### src/rtl/tkts_pkg.sv
`timescale 1ns / 1ps

package tkts_pkg;

   localparam int K_MAX     = 64;
   localparam int SLOT_W    = $clog2(K_MAX);
   localparam int K_W       = 7;
   localparam int VOCAB_MAX = 65536;
   localparam int CNT_W     = 17;
   localparam int LOGIT_W   = 16;
   localparam int IDX_W     = 16;
   localparam int RND_W     = 16;
   localparam int STEP_W    = $clog2(RND_W);

   typedef enum logic [5:0] {
      ST_IDLE  = 6'b000001,
      ST_SCAN  = 6'b000010,
      ST_MODGO = 6'b000100,
      ST_MOD   = 6'b001000,
      ST_READ  = 6'b010000,
      ST_OUT   = 6'b100000
   } tkts_state_type;

   typedef struct packed {
      logic accept;
      logic mod_start;
      logic sel_read;
      logic out_load;
   } tkts_cmd_type;

   typedef struct packed {
      logic item_last;
      logic will_replace;
      logic k_zero;
      logic last_pend;
      logic scan_done;
      logic mod_done;
      logic rsp_free;
   } tkts_sts_type;

endpackage

### src/rtl/top_k_token_selector_top.sv
`timescale 1ns / 1ps

// Streaming top-k token picker. Logits (signed Q8.8) arrive one per transaction in
// vocabulary order; the transaction with req_last_item set returns one token index on
// the rsp channel. With csr_top_k_count zero the index of the first maximum is given,
// otherwise the k best logits (k capped at 64 and at the stream length) are kept and
// the slot random_word mod k is returned. An item that does not displace a kept logit
// is taken without a stall; one that does stalls the input while the minimum is
// rescanned, one slot per cycle, through the slot memory read port. A last item with k
// above zero also passes through the bit-serial remainder unit (16 steps) and the slot
// index read. A pending result waits in an output register, so the next stream may
// start while it is not yet taken. csr_top_k_count must be written only between streams;
// the block does not enforce it. Slots never filled in this stream hold stale data.
module top_k_token_selector_top (
   input  logic                                clock,
   input  logic                                reset,
   input  logic                                req_valid,
   output logic                                req_stall,
   input  logic signed [tkts_pkg::LOGIT_W-1:0] req_logit_value,
   input  logic                                req_last_item,
   input  logic [tkts_pkg::RND_W-1:0]          req_random_word,
   output logic                                rsp_valid,
   input  logic                                rsp_stall,
   output logic [tkts_pkg::IDX_W-1:0]          rsp_token_index,
   input  logic                                csr_valid,
   output logic                                csr_ready,
   input  logic [tkts_pkg::K_W-1:0]            csr_top_k_count
);
   import tkts_pkg::*;

   logic [K_W-1:0] top_k_count_ff, top_k_count_in;
   tkts_cmd_type   cmd;
   tkts_sts_type   sts;

   assign csr_ready      = 1'b1;
   assign top_k_count_in = (csr_valid && csr_ready) ? csr_top_k_count : top_k_count_ff;

   always_ff @(posedge clock) begin
      if (reset) begin
         top_k_count_ff <= '0;
      end else begin
         top_k_count_ff <= top_k_count_in;
      end
   end

   tkts_ctrl u_ctrl (
      .clock     (clock),
      .reset     (reset),
      .req_valid (req_valid),
      .req_stall (req_stall),
      .sts       (sts),
      .cmd       (cmd)
   );

   tkts_datapath u_datapath (
      .clock           (clock),
      .reset           (reset),
      .top_k_count     (top_k_count_ff),
      .req_logit_value (req_logit_value),
      .req_last_item   (req_last_item),
      .req_random_word (req_random_word),
      .rsp_stall       (rsp_stall),
      .rsp_valid       (rsp_valid),
      .rsp_token_index (rsp_token_index),
      .cmd             (cmd),
      .sts             (sts)
   );

endmodule

### src/rtl/tkts_mod.sv
`timescale 1ns / 1ps

module tkts_mod (
   input  logic                          clock,
   input  logic                          reset,
   input  logic                          start,
   input  logic [tkts_pkg::RND_W-1:0]    dividend,
   input  logic [tkts_pkg::K_W-1:0]      divisor,
   output logic                          done,
   output logic [tkts_pkg::SLOT_W-1:0]   remainder
);
   import tkts_pkg::*;

   logic                busy_ff, busy_in;
   logic                done_ff, done_in;
   logic [STEP_W-1:0]   step_ff, step_in;
   logic [RND_W-1:0]    shift_ff, shift_in;
   logic [K_W-1:0]      div_ff, div_in;
   logic [K_W-1:0]      rem_ff, rem_in;
   logic [K_W-1:0]      trial;

   // one remainder bit per cycle, restoring form
   always_comb begin
      busy_in  = busy_ff;
      done_in  = 1'b0;
      step_in  = step_ff;
      shift_in = shift_ff;
      div_in   = div_ff;
      rem_in   = rem_ff;
      trial    = {rem_ff[K_W-2:0], shift_ff[RND_W-1]};
      if (start) begin
         busy_in  = 1'b1;
         step_in  = '0;
         shift_in = dividend;
         div_in   = divisor;
         rem_in   = '0;
      end else if (busy_ff) begin
         shift_in = {shift_ff[RND_W-2:0], 1'b0};
         rem_in   = (trial >= div_ff) ? K_W'(trial - div_ff) : trial;
         step_in  = STEP_W'(step_ff + 1'b1);
         if (step_ff == STEP_W'(RND_W - 1)) begin
            busy_in = 1'b0;
            done_in = 1'b1;
         end
      end
   end

   always_ff @(posedge clock) begin
      if (reset) begin
         busy_ff <= 1'b0;
         done_ff <= 1'b0;
         step_ff <= '0;
      end else begin
         busy_ff <= busy_in;
         done_ff <= done_in;
         step_ff <= step_in;
      end
   end

   always_ff @(posedge clock) begin
      shift_ff <= shift_in;
      div_ff   <= div_in;
      rem_ff   <= rem_in;
   end

   assign done      = done_ff;
   assign remainder = rem_ff[SLOT_W-1:0];

   a_rem_below_div: assert property (@(posedge clock) disable iff (reset)
      done_ff |-> (rem_ff < div_ff))
      else $error("remainder not below divisor");

endmodule

### src/rtl/tkts_datapath.sv
`timescale 1ns / 1ps

module tkts_datapath (
   input  logic                                clock,
   input  logic                                reset,
   input  logic [tkts_pkg::K_W-1:0]            top_k_count,
   input  logic signed [tkts_pkg::LOGIT_W-1:0] req_logit_value,
   input  logic                                req_last_item,
   input  logic [tkts_pkg::RND_W-1:0]          req_random_word,
   input  logic                                rsp_stall,
   output logic                                rsp_valid,
   output logic [tkts_pkg::IDX_W-1:0]          rsp_token_index,
   input  tkts_pkg::tkts_cmd_type              cmd,
   output tkts_pkg::tkts_sts_type              sts
);
   import tkts_pkg::*;

   logic signed [LOGIT_W-1:0] slot_value_mem [K_MAX];
   logic [IDX_W-1:0]          slot_index_mem [K_MAX];

   logic [CNT_W-1:0]          item_count_ff, item_count_in;
   logic signed [LOGIT_W-1:0] best_value_ff, best_value_in;
   logic [IDX_W-1:0]          best_index_ff, best_index_in;
   logic signed [LOGIT_W-1:0] min_value_ff, min_value_in;
   logic [SLOT_W-1:0]         min_slot_ff, min_slot_in;
   logic                      last_pend_ff, last_pend_in;
   logic [RND_W-1:0]          rnd_ff, rnd_in;
   logic                      scan_run_ff, scan_run_in;
   logic [SLOT_W-1:0]         scan_addr_ff, scan_addr_in;
   logic                      scan_vld_ff, scan_vld_in;
   logic [SLOT_W-1:0]         scan_tag_ff, scan_tag_in;
   logic signed [LOGIT_W-1:0] scan_value_ff;
   logic [IDX_W-1:0]          sel_idx_ff;
   logic                      rsp_valid_ff, rsp_valid_in;
   logic [IDX_W-1:0]          rsp_token_ff, rsp_token_in;

   logic [K_W-1:0]            k_eff;
   logic [SLOT_W-1:0]         k_m1;
   logic                      idx_ok;
   logic                      idx_zero;
   logic                      fill;
   logic                      replace;
   logic [SLOT_W-1:0]         repl_slot;
   logic                      wr_en;
   logic [SLOT_W-1:0]         wr_addr;
   logic [K_W-1:0]            n_raw;
   logic [K_W-1:0]            mod_div;
   logic                      mod_done;
   logic [SLOT_W-1:0]         mod_rem;

   assign k_eff     = (top_k_count > K_W'(K_MAX)) ? K_W'(K_MAX) : top_k_count;
   assign k_m1      = SLOT_W'(k_eff - 1'b1);
   assign idx_ok    = item_count_ff < CNT_W'(VOCAB_MAX);
   assign idx_zero  = item_count_ff == '0;
   assign fill      = (k_eff != '0) && (item_count_ff < CNT_W'(k_eff));
   assign replace   = idx_ok && (k_eff != '0) && !fill && (req_logit_value > min_value_ff);
   assign repl_slot = (K_W'(min_slot_ff) < k_eff) ? min_slot_ff : '0;
   assign wr_en     = cmd.accept && idx_ok && (fill || replace);
   assign wr_addr   = fill ? item_count_ff[SLOT_W-1:0] : repl_slot;

   // slot count at the end of a stream: k capped at the item count
   assign n_raw   = (item_count_ff < CNT_W'(k_eff)) ? item_count_ff[K_W-1:0] : k_eff;
   assign mod_div = (n_raw == '0) ? K_W'(1) : n_raw;

   tkts_mod u_mod (
      .clock     (clock),
      .reset     (reset),
      .start     (cmd.mod_start),
      .dividend  (rnd_ff),
      .divisor   (mod_div),
      .done      (mod_done),
      .remainder (mod_rem)
   );

   always_comb begin
      item_count_in = item_count_ff;
      best_value_in = best_value_ff;
      best_index_in = best_index_ff;
      min_value_in  = min_value_ff;
      min_slot_in   = min_slot_ff;
      last_pend_in  = last_pend_ff;
      rnd_in        = rnd_ff;
      scan_run_in   = scan_run_ff;
      scan_addr_in  = scan_addr_ff;
      scan_vld_in   = 1'b0;
      scan_tag_in   = scan_tag_ff;
      rsp_valid_in  = rsp_valid_ff && rsp_stall;
      rsp_token_in  = rsp_token_ff;

      if (cmd.accept) begin
         last_pend_in = req_last_item;
         rnd_in       = req_random_word;
         if (idx_ok) begin
            if (idx_zero || (req_logit_value > best_value_ff)) begin
               best_value_in = req_logit_value;
               best_index_in = item_count_ff[IDX_W-1:0];
            end
            if (fill && (idx_zero || (req_logit_value < min_value_ff))) begin
               min_value_in = req_logit_value;
               min_slot_in  = item_count_ff[SLOT_W-1:0];
            end
            if (replace) begin
               scan_run_in  = 1'b1;
               scan_addr_in = '0;
            end
            item_count_in = CNT_W'(item_count_ff + 1'b1);
         end
      end

      // minimum rescan, one slot read per cycle
      if (scan_run_ff) begin
         scan_vld_in  = 1'b1;
         scan_tag_in  = scan_addr_ff;
         scan_addr_in = SLOT_W'(scan_addr_ff + 1'b1);
         if (scan_addr_ff == k_m1) begin
            scan_run_in = 1'b0;
         end
      end
      if (scan_vld_ff) begin
         if (scan_tag_ff == '0) begin
            min_value_in = scan_value_ff;
            min_slot_in  = '0;
         end else if (scan_value_ff < min_value_ff) begin
            min_value_in = scan_value_ff;
            min_slot_in  = scan_tag_ff;
         end
      end

      if (cmd.out_load) begin
         rsp_valid_in  = 1'b1;
         rsp_token_in  = (k_eff == '0) ? best_index_ff : sel_idx_ff;
         item_count_in = '0;
         best_value_in = '0;
         best_index_in = '0;
         min_value_in  = '0;
         min_slot_in   = '0;
         last_pend_in  = 1'b0;
      end
   end

   always_ff @(posedge clock) begin
      if (reset) begin
         item_count_ff <= '0;
         best_value_ff <= '0;
         best_index_ff <= '0;
         min_value_ff  <= '0;
         min_slot_ff   <= '0;
         last_pend_ff  <= 1'b0;
         scan_run_ff   <= 1'b0;
         scan_addr_ff  <= '0;
         scan_vld_ff   <= 1'b0;
         rsp_valid_ff  <= 1'b0;
      end else begin
         item_count_ff <= item_count_in;
         best_value_ff <= best_value_in;
         best_index_ff <= best_index_in;
         min_value_ff  <= min_value_in;
         min_slot_ff   <= min_slot_in;
         last_pend_ff  <= last_pend_in;
         scan_run_ff   <= scan_run_in;
         scan_addr_ff  <= scan_addr_in;
         scan_vld_ff   <= scan_vld_in;
         rsp_valid_ff  <= rsp_valid_in;
      end
   end

   always_ff @(posedge clock) begin
      rnd_ff       <= rnd_in;
      scan_tag_ff  <= scan_tag_in;
      rsp_token_ff <= rsp_token_in;
   end

   // slot stores
   always_ff @(posedge clock) begin
      if (wr_en) begin
         slot_value_mem[wr_addr] <= req_logit_value;
         slot_index_mem[wr_addr] <= item_count_ff[IDX_W-1:0];
      end
   end

   always_ff @(posedge clock) begin
      if (scan_run_ff) begin
         scan_value_ff <= slot_value_mem[scan_addr_ff];
      end
   end

   always_ff @(posedge clock) begin
      if (cmd.sel_read) begin
         sel_idx_ff <= slot_index_mem[mod_rem];
      end
   end

   assign sts.item_last    = req_last_item;
   assign sts.will_replace = replace;
   assign sts.k_zero       = k_eff == '0;
   assign sts.last_pend    = last_pend_ff;
   assign sts.scan_done    = scan_vld_ff && (scan_tag_ff == k_m1);
   assign sts.mod_done     = mod_done;
   assign sts.rsp_free     = !rsp_valid_ff || !rsp_stall;

   assign rsp_valid       = rsp_valid_ff;
   assign rsp_token_index = rsp_token_ff;

   a_load_when_free: assert property (@(posedge clock) disable iff (reset)
      cmd.out_load |-> (!rsp_valid_ff || !rsp_stall))
      else $error("result register overwritten");

   a_count_bound: assert property (@(posedge clock) disable iff (reset)
      item_count_ff <= CNT_W'(VOCAB_MAX))
      else $error("item count beyond vocabulary limit");

   a_scan_no_accept: assert property (@(posedge clock) disable iff (reset)
      (scan_run_ff || scan_vld_ff) |-> !cmd.accept)
      else $error("transaction taken during rescan");

endmodule

### src/rtl/tkts_ctrl.sv
`timescale 1ns / 1ps

module tkts_ctrl (
   input  logic                   clock,
   input  logic                   reset,
   input  logic                   req_valid,
   output logic                   req_stall,
   input  tkts_pkg::tkts_sts_type sts,
   output tkts_pkg::tkts_cmd_type cmd
);
   import tkts_pkg::*;

   tkts_state_type state_ff, state_in;

   always_comb begin
      state_in      = state_ff;
      cmd.accept    = 1'b0;
      cmd.mod_start = 1'b0;
      cmd.sel_read  = 1'b0;
      cmd.out_load  = 1'b0;
      case (state_ff)
         ST_IDLE: begin
            if (req_valid) begin
               cmd.accept = 1'b1;
               if (sts.will_replace) begin
                  state_in = ST_SCAN;
               end else if (sts.item_last) begin
                  state_in = sts.k_zero ? ST_OUT : ST_MODGO;
               end
            end
         end
         ST_SCAN: begin
            if (sts.scan_done) begin
               state_in = sts.last_pend ? ST_MODGO : ST_IDLE;
            end
         end
         ST_MODGO: begin
            cmd.mod_start = 1'b1;
            state_in      = ST_MOD;
         end
         ST_MOD: begin
            if (sts.mod_done) begin
               state_in = ST_READ;
            end
         end
         ST_READ: begin
            cmd.sel_read = 1'b1;
            state_in     = ST_OUT;
         end
         ST_OUT: begin
            if (sts.rsp_free) begin
               cmd.out_load = 1'b1;
               state_in     = ST_IDLE;
            end
         end
         default: begin
            state_in = ST_IDLE;
         end
      endcase
   end

   always_ff @(posedge clock) begin
      if (reset) begin
         state_ff <= ST_IDLE;
      end else begin
         state_ff <= state_in;
      end
   end

   assign req_stall = state_ff != ST_IDLE;

   a_out_holds: assert property (@(posedge clock) disable iff (reset)
      (state_ff == ST_OUT) && !sts.rsp_free |=> (state_ff == ST_OUT))
      else $error("result dropped while output busy");

endmodule

### config.mk
export PLATFORM = sky130hd
export DESIGN_NAME = top_k_token_selector_top
export DESIGN_NICKNAME = d
export VERILOG_FILES = /design/src/rtl/tkts_pkg.sv /design/src/rtl/top_k_token_selector_top.sv /design/src/rtl/tkts_mod.sv /design/src/rtl/tkts_datapath.sv /design/src/rtl/tkts_ctrl.sv
export SDC_FILE = /design/constraint.sdc
export NUM_CORES = 2
export LEC_CHECK = 0
export ABC_CLOCK_PERIOD_IN_PS = 5300
export BUFFER_PORTS_ARGS = -buffer_cell sky130_fd_sc_hd__clkbuf_2
export CORE_AREA = 2 2 423 425
export DETAILED_ROUTE_END_ITERATION = 6
export DIE_AREA = 0 0 425 427
export GPL_TIMING_DRIVEN = 0
export PLACE_DENSITY = 0.67
export SETUP_SLACK_MARGIN = 0.5
export SYNTH_ARGS = -nofsm -noshare
export SYNTH_HDL_FRONTEND = slang
export SYNTH_SLANG_ARGS = --single-unit
### constraint.sdc
create_clock -name clock -period 5.3 [get_ports clock]
set_input_delay 1.325 -clock clock [delete_from_list [all_inputs] [get_ports clock]]
set_output_delay 1.325 -clock clock [all_outputs]
set_load 0.1 [all_outputs]
; After elaboration in Yosys (flattened, before gate mapping)
; Memories as Yosys holds them, arrays and structs flattened. A register that Yosys moved wholly into a read port is not among the register bits.
; Cells that the tools add are included.
[word_totals]
in_bits = 45
n_memories = 2
output_inout_bits = 19
word_cells = 137
ff_bits = 167
mem_bits_rw = 2048
[mem_list]
columns = memory, depth, width, read_ports, rd_ports_with_merged_regs, write_ports, line_no
row1 = u_datapath.slot_index_mem, 64, 16, 1, 1, 1, tkts_datapath.sv:19  ; logic [IDX_W-1:0] slot_index_mem [K_MAX];
row2 = u_datapath.slot_value_mem, 64, 16, 1, 1, 1, tkts_datapath.sv:18  ; logic signed [LOGIT_W-1:0] slot_value_mem [K_MAX];
[op_classes]
n_reduce_logical = 32
n_addsub = 5
n_eq_ne = 15
bitwise_logic = 1
muxes = 52
n_lt_le_gt_ge = 9
[ops]
columns = op, n
row1 = 16-bit 2-to-1 mux, 9
row2 = 6-bit 2-to-1 mux, 20
row3 = 6-bit one-hot mux with 6 select lines, 1
row4 = 16-bit greater-than comparator, 2
row5 = 16-bit less-than comparator, 2
row6 = 1-bit 2-to-1 mux, 19
row7 = 17-bit by 1-bit adder with 17-bit output (second input constant), 1
row8 = 17-bit logical NOT, 1
row9 = 17-bit less-than comparator (second input constant), 1
row10 = 17-bit by 7-bit less-than comparator with 1-bit output, 1
row11 = 7-bit logical NOT, 2
row12 = 7-bit 2-to-1 mux, 2
row13 = 6-bit equality test, 2
row14 = 1-bit logical AND, 9
row15 = 2-bit nonzero test, 4
row16 = 7-bit greater-or-equal comparator, 1
row17 = 7-bit greater-than comparator (second input constant), 1
row18 = 6-bit by 7-bit less-than comparator with 1-bit output, 1
row19 = 7-bit nonzero test, 1
row20 = 6-bit by 1-bit adder with 6-bit output (second input constant), 1
row21 = 6-bit by 1-bit equality test with 1-bit output (second input constant), 1
row22 = 6-bit by 2-bit equality test with 1-bit output (second input constant), 1
row23 = 6-bit by 3-bit equality test with 1-bit output (second input constant), 1
row24 = 6-bit by 4-bit equality test with 1-bit output (second input constant), 1
row25 = 20 further kinds, 29

; Longest topological paths before layout
[depth]
word_depth = 12
ltp_mapped = 13
mapped_depth_nobuf = 10

; By module
; A second synthesis with hierarchy kept.
[hier_totals]
hier_cells = 3961
hier_area_um2 = 88084.5
[by_module_without_submodules]
columns = mod, cells_per_inst, n_inst, area_each_um2, seq_area_each_um2
row1 = tkts_datapath, 3747, 1, 85714.7, 65222.6
row2 = tkts_mod, 142, 1, 1712.9, 930.9
row3 = tkts_ctrl, 48, 1, 397.9, 120.1
row4 = top_k_token_selector_top, 24, 1, 259.0, 140.1

; Worst setup path before layout
; Ideal clock, no wire load.
[synth_path]
path_type = reg-to-reg
from = reg u_datapath.item_count_ff[4]
to = mem u_datapath.slot_index_mem[28][0], enable pin
synth_period_minus_slack_ns = 5.734
setup_ns = 0.461
n_path_buf = 1
t_required_ns = 4.839
path_stages_with_launch = 9
t_arrival_ns = 5.273
path_slack_ns = -0.434
path_cell_list = dfxtp_1 > ha_1 > a21oi_1 > a21boi_0 > o31ai_2 > nand3_1 > clkbuf_1 > o32a_1 > nor3_1
[synth_via]
elab_chain_len = 9
elab_cells_between_ends = 13
cone_classes = order compare: 2 / mux: 3 / reduce/logical: 8
[synth_lines]
columns = element, line_no
row1 = start: declaration, tkts_datapath.sv:21  ; logic [CNT_W-1:0] item_count_ff, item_count_in;
row2 = start signal: assignment, tkts_datapath.sv:154  ; item_count_ff <= item_count_in;
row3 = 17-bit by 7-bit less-than comparator with 1-bit output, tkts_datapath.sv:55  ; assign fill = (k_eff != '0) && (item_count_ff < CNT_W'(k_eff));
row4 = 1-bit logical AND, tkts_datapath.sv:55
row5 = 1-bit logical NOT, tkts_datapath.sv:56  ; assign replace = idx_ok && (k_eff != '0) && !fill && (req_logit_value > min_value_ff);
row6 = 1-bit logical AND (2 in series), tkts_datapath.sv:56
row7 = 1-bit logical OR, tkts_datapath.sv:58  ; assign wr_en = cmd.accept && idx_ok && (fill || replace);
row8 = 1-bit logical AND, tkts_datapath.sv:58
row9 = 1-bit 2-to-1 mux, tkts_datapath.sv:175  ; if (wr_en) begin
row10 = 1-bit 2-to-1 mux (implied by the code), tkts_datapath.sv:177  ; slot_index_mem[wr_addr] <= item_count_ff[IDX_W-1:0];
row11 = end: declaration, tkts_datapath.sv:19
; Parallel ways exist; a longest one is shown, timed or not.

; Worst setup path after layout
[layout_path]
from = reg top_k_count_ff[6]
to = mem u_datapath.slot_value_mem[60][5], enable pin
[layout_via]
elab_chain_len = 11
elab_cells_between_ends = 16
cone_classes = order compare: 3 / mux: 5 / reduce/logical: 8
[layout_lines]
columns = element, line_no
row1 = start: declaration, top_k_token_selector_top.sv:31  ; logic [K_W-1:0] top_k_count_ff, top_k_count_in;
row2 = start signal: assignment, top_k_token_selector_top.sv:42  ; top_k_count_ff <= top_k_count_in;
row3 = 7-bit greater-than comparator, tkts_datapath.sv:51  ; assign k_eff = (top_k_count > K_W'(K_MAX)) ? K_W'(K_MAX) : top_k_count;
row4 = 7-bit 2-to-1 mux *, tkts_datapath.sv:51
row5 = 17-bit by 7-bit less-than comparator with 1-bit output / 7-bit nonzero test (equally long branches), "tkts_datapath.sv:55, tkts_datapath.sv:56"
row6 = 1-bit logical AND, tkts_datapath.sv:55
row7 = 1-bit logical NOT, tkts_datapath.sv:56
row8 = 1-bit logical AND (2 in series), tkts_datapath.sv:56
row9 = 1-bit logical OR, tkts_datapath.sv:58
row10 = 1-bit logical AND, tkts_datapath.sv:58
row11 = 1-bit 2-to-1 mux, tkts_datapath.sv:175
row12 = 1-bit 2-to-1 mux (implied by the code), tkts_datapath.sv:176  ; slot_value_mem[wr_addr] <= req_logit_value;
row13 = end: declaration, tkts_datapath.sv:18
; Mark *: on every way between the ends. The rest lies on a longest branch, timed or not.

==> flow_summary.yaml <==
finish:
  fin_cells: 7052
  drive_above_1_share_pct: 30.8
  nets: 4616
  layout_common_cells: "2141 x edfxtp_1, 672 x mux4_2, 219 x clkbuf_16"
  layout_commonest_cell: "edfxtp_1"
  area_growth_pct: 16.9
yosys:
  synthFlopType: "edfxtp_1"
  ys_ff_latch: 2247
  netlist_instances: 4003
  yosys_warnings: 0
  syn-cell-area_mm2: 0.0879
  synth_nets: 4119
  async_flop_share_pct: 0
  ys_types: 72
  yosysSeqAreaShare_pct: 75.6
  synth-edff-count: 2141
  synth.avg_cell_area_um2: 22.0
timing:
  slew_headroom_pct: 6.84
  fmax_mhz: 209
  period_needed_ps: 4780
  tns_ps: 0
  setup_ws_ps: 520
  period_share_pct: 90.2
  hold_viol_final: 0
  finalClockSkew_ps: 67.3
  drv_slew: 0
  rsz0062_at_grt: "true"
  setup_viol: 0
  tightest_slew_ps: 1400
grt:
  grt_overflow: 0
  grt_max_degree: 69
  grt_first_pass_wirelength_mm: 328
  grt_pass1_vias: 43960
  antenna_found_initial: 15
  track_usage_pct: 25.8
worst_setup_path:
  cp.buffers_inverters: 9
  path_class: "reg -> reg"
  crit_top_cell: "buf_6"
  cp_cell_sequence: "buf_2 -> inv_1 -> nand2_1 -> ha_1 -> clkbuf_1 -> and3_1 -> buf_2 -> a211oi_1 -> o21ai_1 -> nor4_4 -> buf_4 -> a31oi_4 -> nor3_2 -> buf_4 -> buf_6 -> buf_6 -> buf_6"
  critPathLaunch: "top_k_count_ff[6]"
  end_kind: "register"
  arrival_ps: 5350
  timing.rr.start: "top_k_count_ff[6]"
  crit_slowest_cell: "a31oi_4"
  cp.required_ps: 5870
  cp_max_fo: 10
  max_stage_delay_ps: 630
  start_kind: "register"
  cp_top_family: "buffers and inverters"
clocking:
  numCtsBuffers: 219
  clock-root-buffer: "clkbuf_16"
  clockBufferDepth: 3
  clkLatencyLatePin_ps: 870
  ctsHtreeMaxLevel: 4
  clk_pin_slew_ps: 60
  clock-sinks: 2247
  cts_tree: "yes"
  ctsHoldBuffers: 0
status:
  status: "completed"
power:
  peakVddDrop_v: 0.000299
  p_per_area_mw_per_mm2: 414
  p_leak_uw: 0.0306
detailed_routing:
  drtIter0Drc: 6247
  drc_errors: 0
  postRouteAntennaNets: 0
  num_vias: 44804
  wl_mm: 234
  wl_per_cell_um: 33.2
  firstDrtPassIters: 6
  viasPerCell: 6.35
place:
  gp_congestion: 0.907
  dp.cells: 6545
  dpl_worst_slack_ps: -2030
  dp_hpwl_mm: 151
  port_buffers: 61
floorplan:
  rows: 155
  dieHeight_um: 427
  die_area_mm2: 0.181
  fp.dieW_um: 425
  io_pins: 64
  coreArea_mm2: 0.177
  initial_utilization_pct: 49.6
hold_path:
  min_path_type: "reg -> reg"
  hp-start: "u_datapath.scan_addr_ff[5]"
job:
  drv_cap: 0
[per-stage QoR]
step	hold slack (ps)	instance area [µm²]	util (%)	total power, µW
final	430	103000	58.0	42600
after detailed placement	417	93700	52.9	27000
after global placement	413	91200	51.4	26800
after CTS	432	102000	57.7	42700
after global routing	453	103000	58.0	43900
after floorplan	406	87900	-	24700
[area by class of cell]
| type | instances | area (µm²) |
|---|---|---|
| Timing Repair Buffer | 276 | 3710 |
| Buffer | 209 | 877 |
| Multi-Input combinational cell | 1486 | 21100 |
| Sequential cell | 2247 | 66400 |
| Tap cell | 2355 | 2950 |
| Fill cell | 12576 | 74500 |
| Antenna cell | 7 | 17.5 |
| Inverter | 61 | 229 |
| Clock inverter | 163 | 1800 |
| Clock buffer | 248 | 5600 |
[cell families (layout without fill, tap and decap cells)]
logic type | after synthesis | in the layout | synth area share (%)
buffers and inverters | 270 | 957 | 1.21
adders and majority gates | 71 | 71 | 1.02
DFF | 2247 | 2247 | 75.6
xor gates and xnor gates | 34 | 34 | 0.339
and+or+nand+nor | 473 | 473 | 2.52
AOI/OAI and AO/OA | 160 | 160 | 1.25
muxes | 747 | 747 | 18.1
other | 1 | 8 | 0.00427
[state kept, by name (all words and copies together), names as in the netlist, 7 cells and up]
register and count:
u_datapath.slot_index_mem 1024, u_datapath.slot_value_mem 1024, u_datapath.item_count_ff 17, u_datapath.best_index_ff 16
u_datapath.best_value_ff 16, u_datapath.min_value_ff 16, u_datapath.rnd_ff 16, u_datapath.rsp_token_index 16
u_datapath.scan_value_ff 16, u_datapath.sel_idx_ff 16, u_datapath.u_mod.shift_ff 16, top_k_count_ff 7
u_datapath.u_mod.div_ff 7
[layer usage]
layer  vias up  track usage (%)  share of wire (%)
li1      17837                -                  -
met5         -                0              0.012
met1     23874             37.3                 39
met4         4             9.34                4.0
met2      2638             38.7                 46
met3       451             5.92                 11
[power breakdown]
part / leakage, µW / switching (µW) / total [µW] / internal (µW)
registers: 0.0192 / 239 / 20000 / 19800
logic: 0.00788 / 3890 / 6740 / 2850
clock network: 0.00354 / 6810 / 15800 / 9010
total: 0.0306 / 10900 / 42600 / 31600
[path summary, 6_finish.rpt]
path                            slack [ps]  cells past startpoint                          endpoint
worst max-delay path                   520                     17  u_datapath.slot_value_mem[60][5]
worst min-delay path                   430                      0         u_datapath.scan_tag_ff[5]
worst max register to register         520                     17  u_datapath.slot_value_mem[60][5]
worst min register to register         430                      0         u_datapath.scan_tag_ff[5]
[cell usage after synthesis (all sizes together), types with 21 or more instances]
cell    count  share of area (%)
nand2     196               0.84
mux2i      66               0.75
buf        67               0.35
nor3       45               0.26
mux4      672                 17
edfxtp   2141                 73
dfxtp     106                2.4
a21oi      44               0.25
inv        59               0.25
ha         70                1.0
clkbuf    142               0.61
o21ai      22               0.13
nor2      106               0.47
nand3      21               0.12
[timing repair]
item	4_1_cts	5_1_grt
pin swaps	48	15
endpoints found under the setup margin	2065	1313
resized for setup	48	56
setup buffers	54	34
No activity file was read; power rests on OpenSTA's default activity.
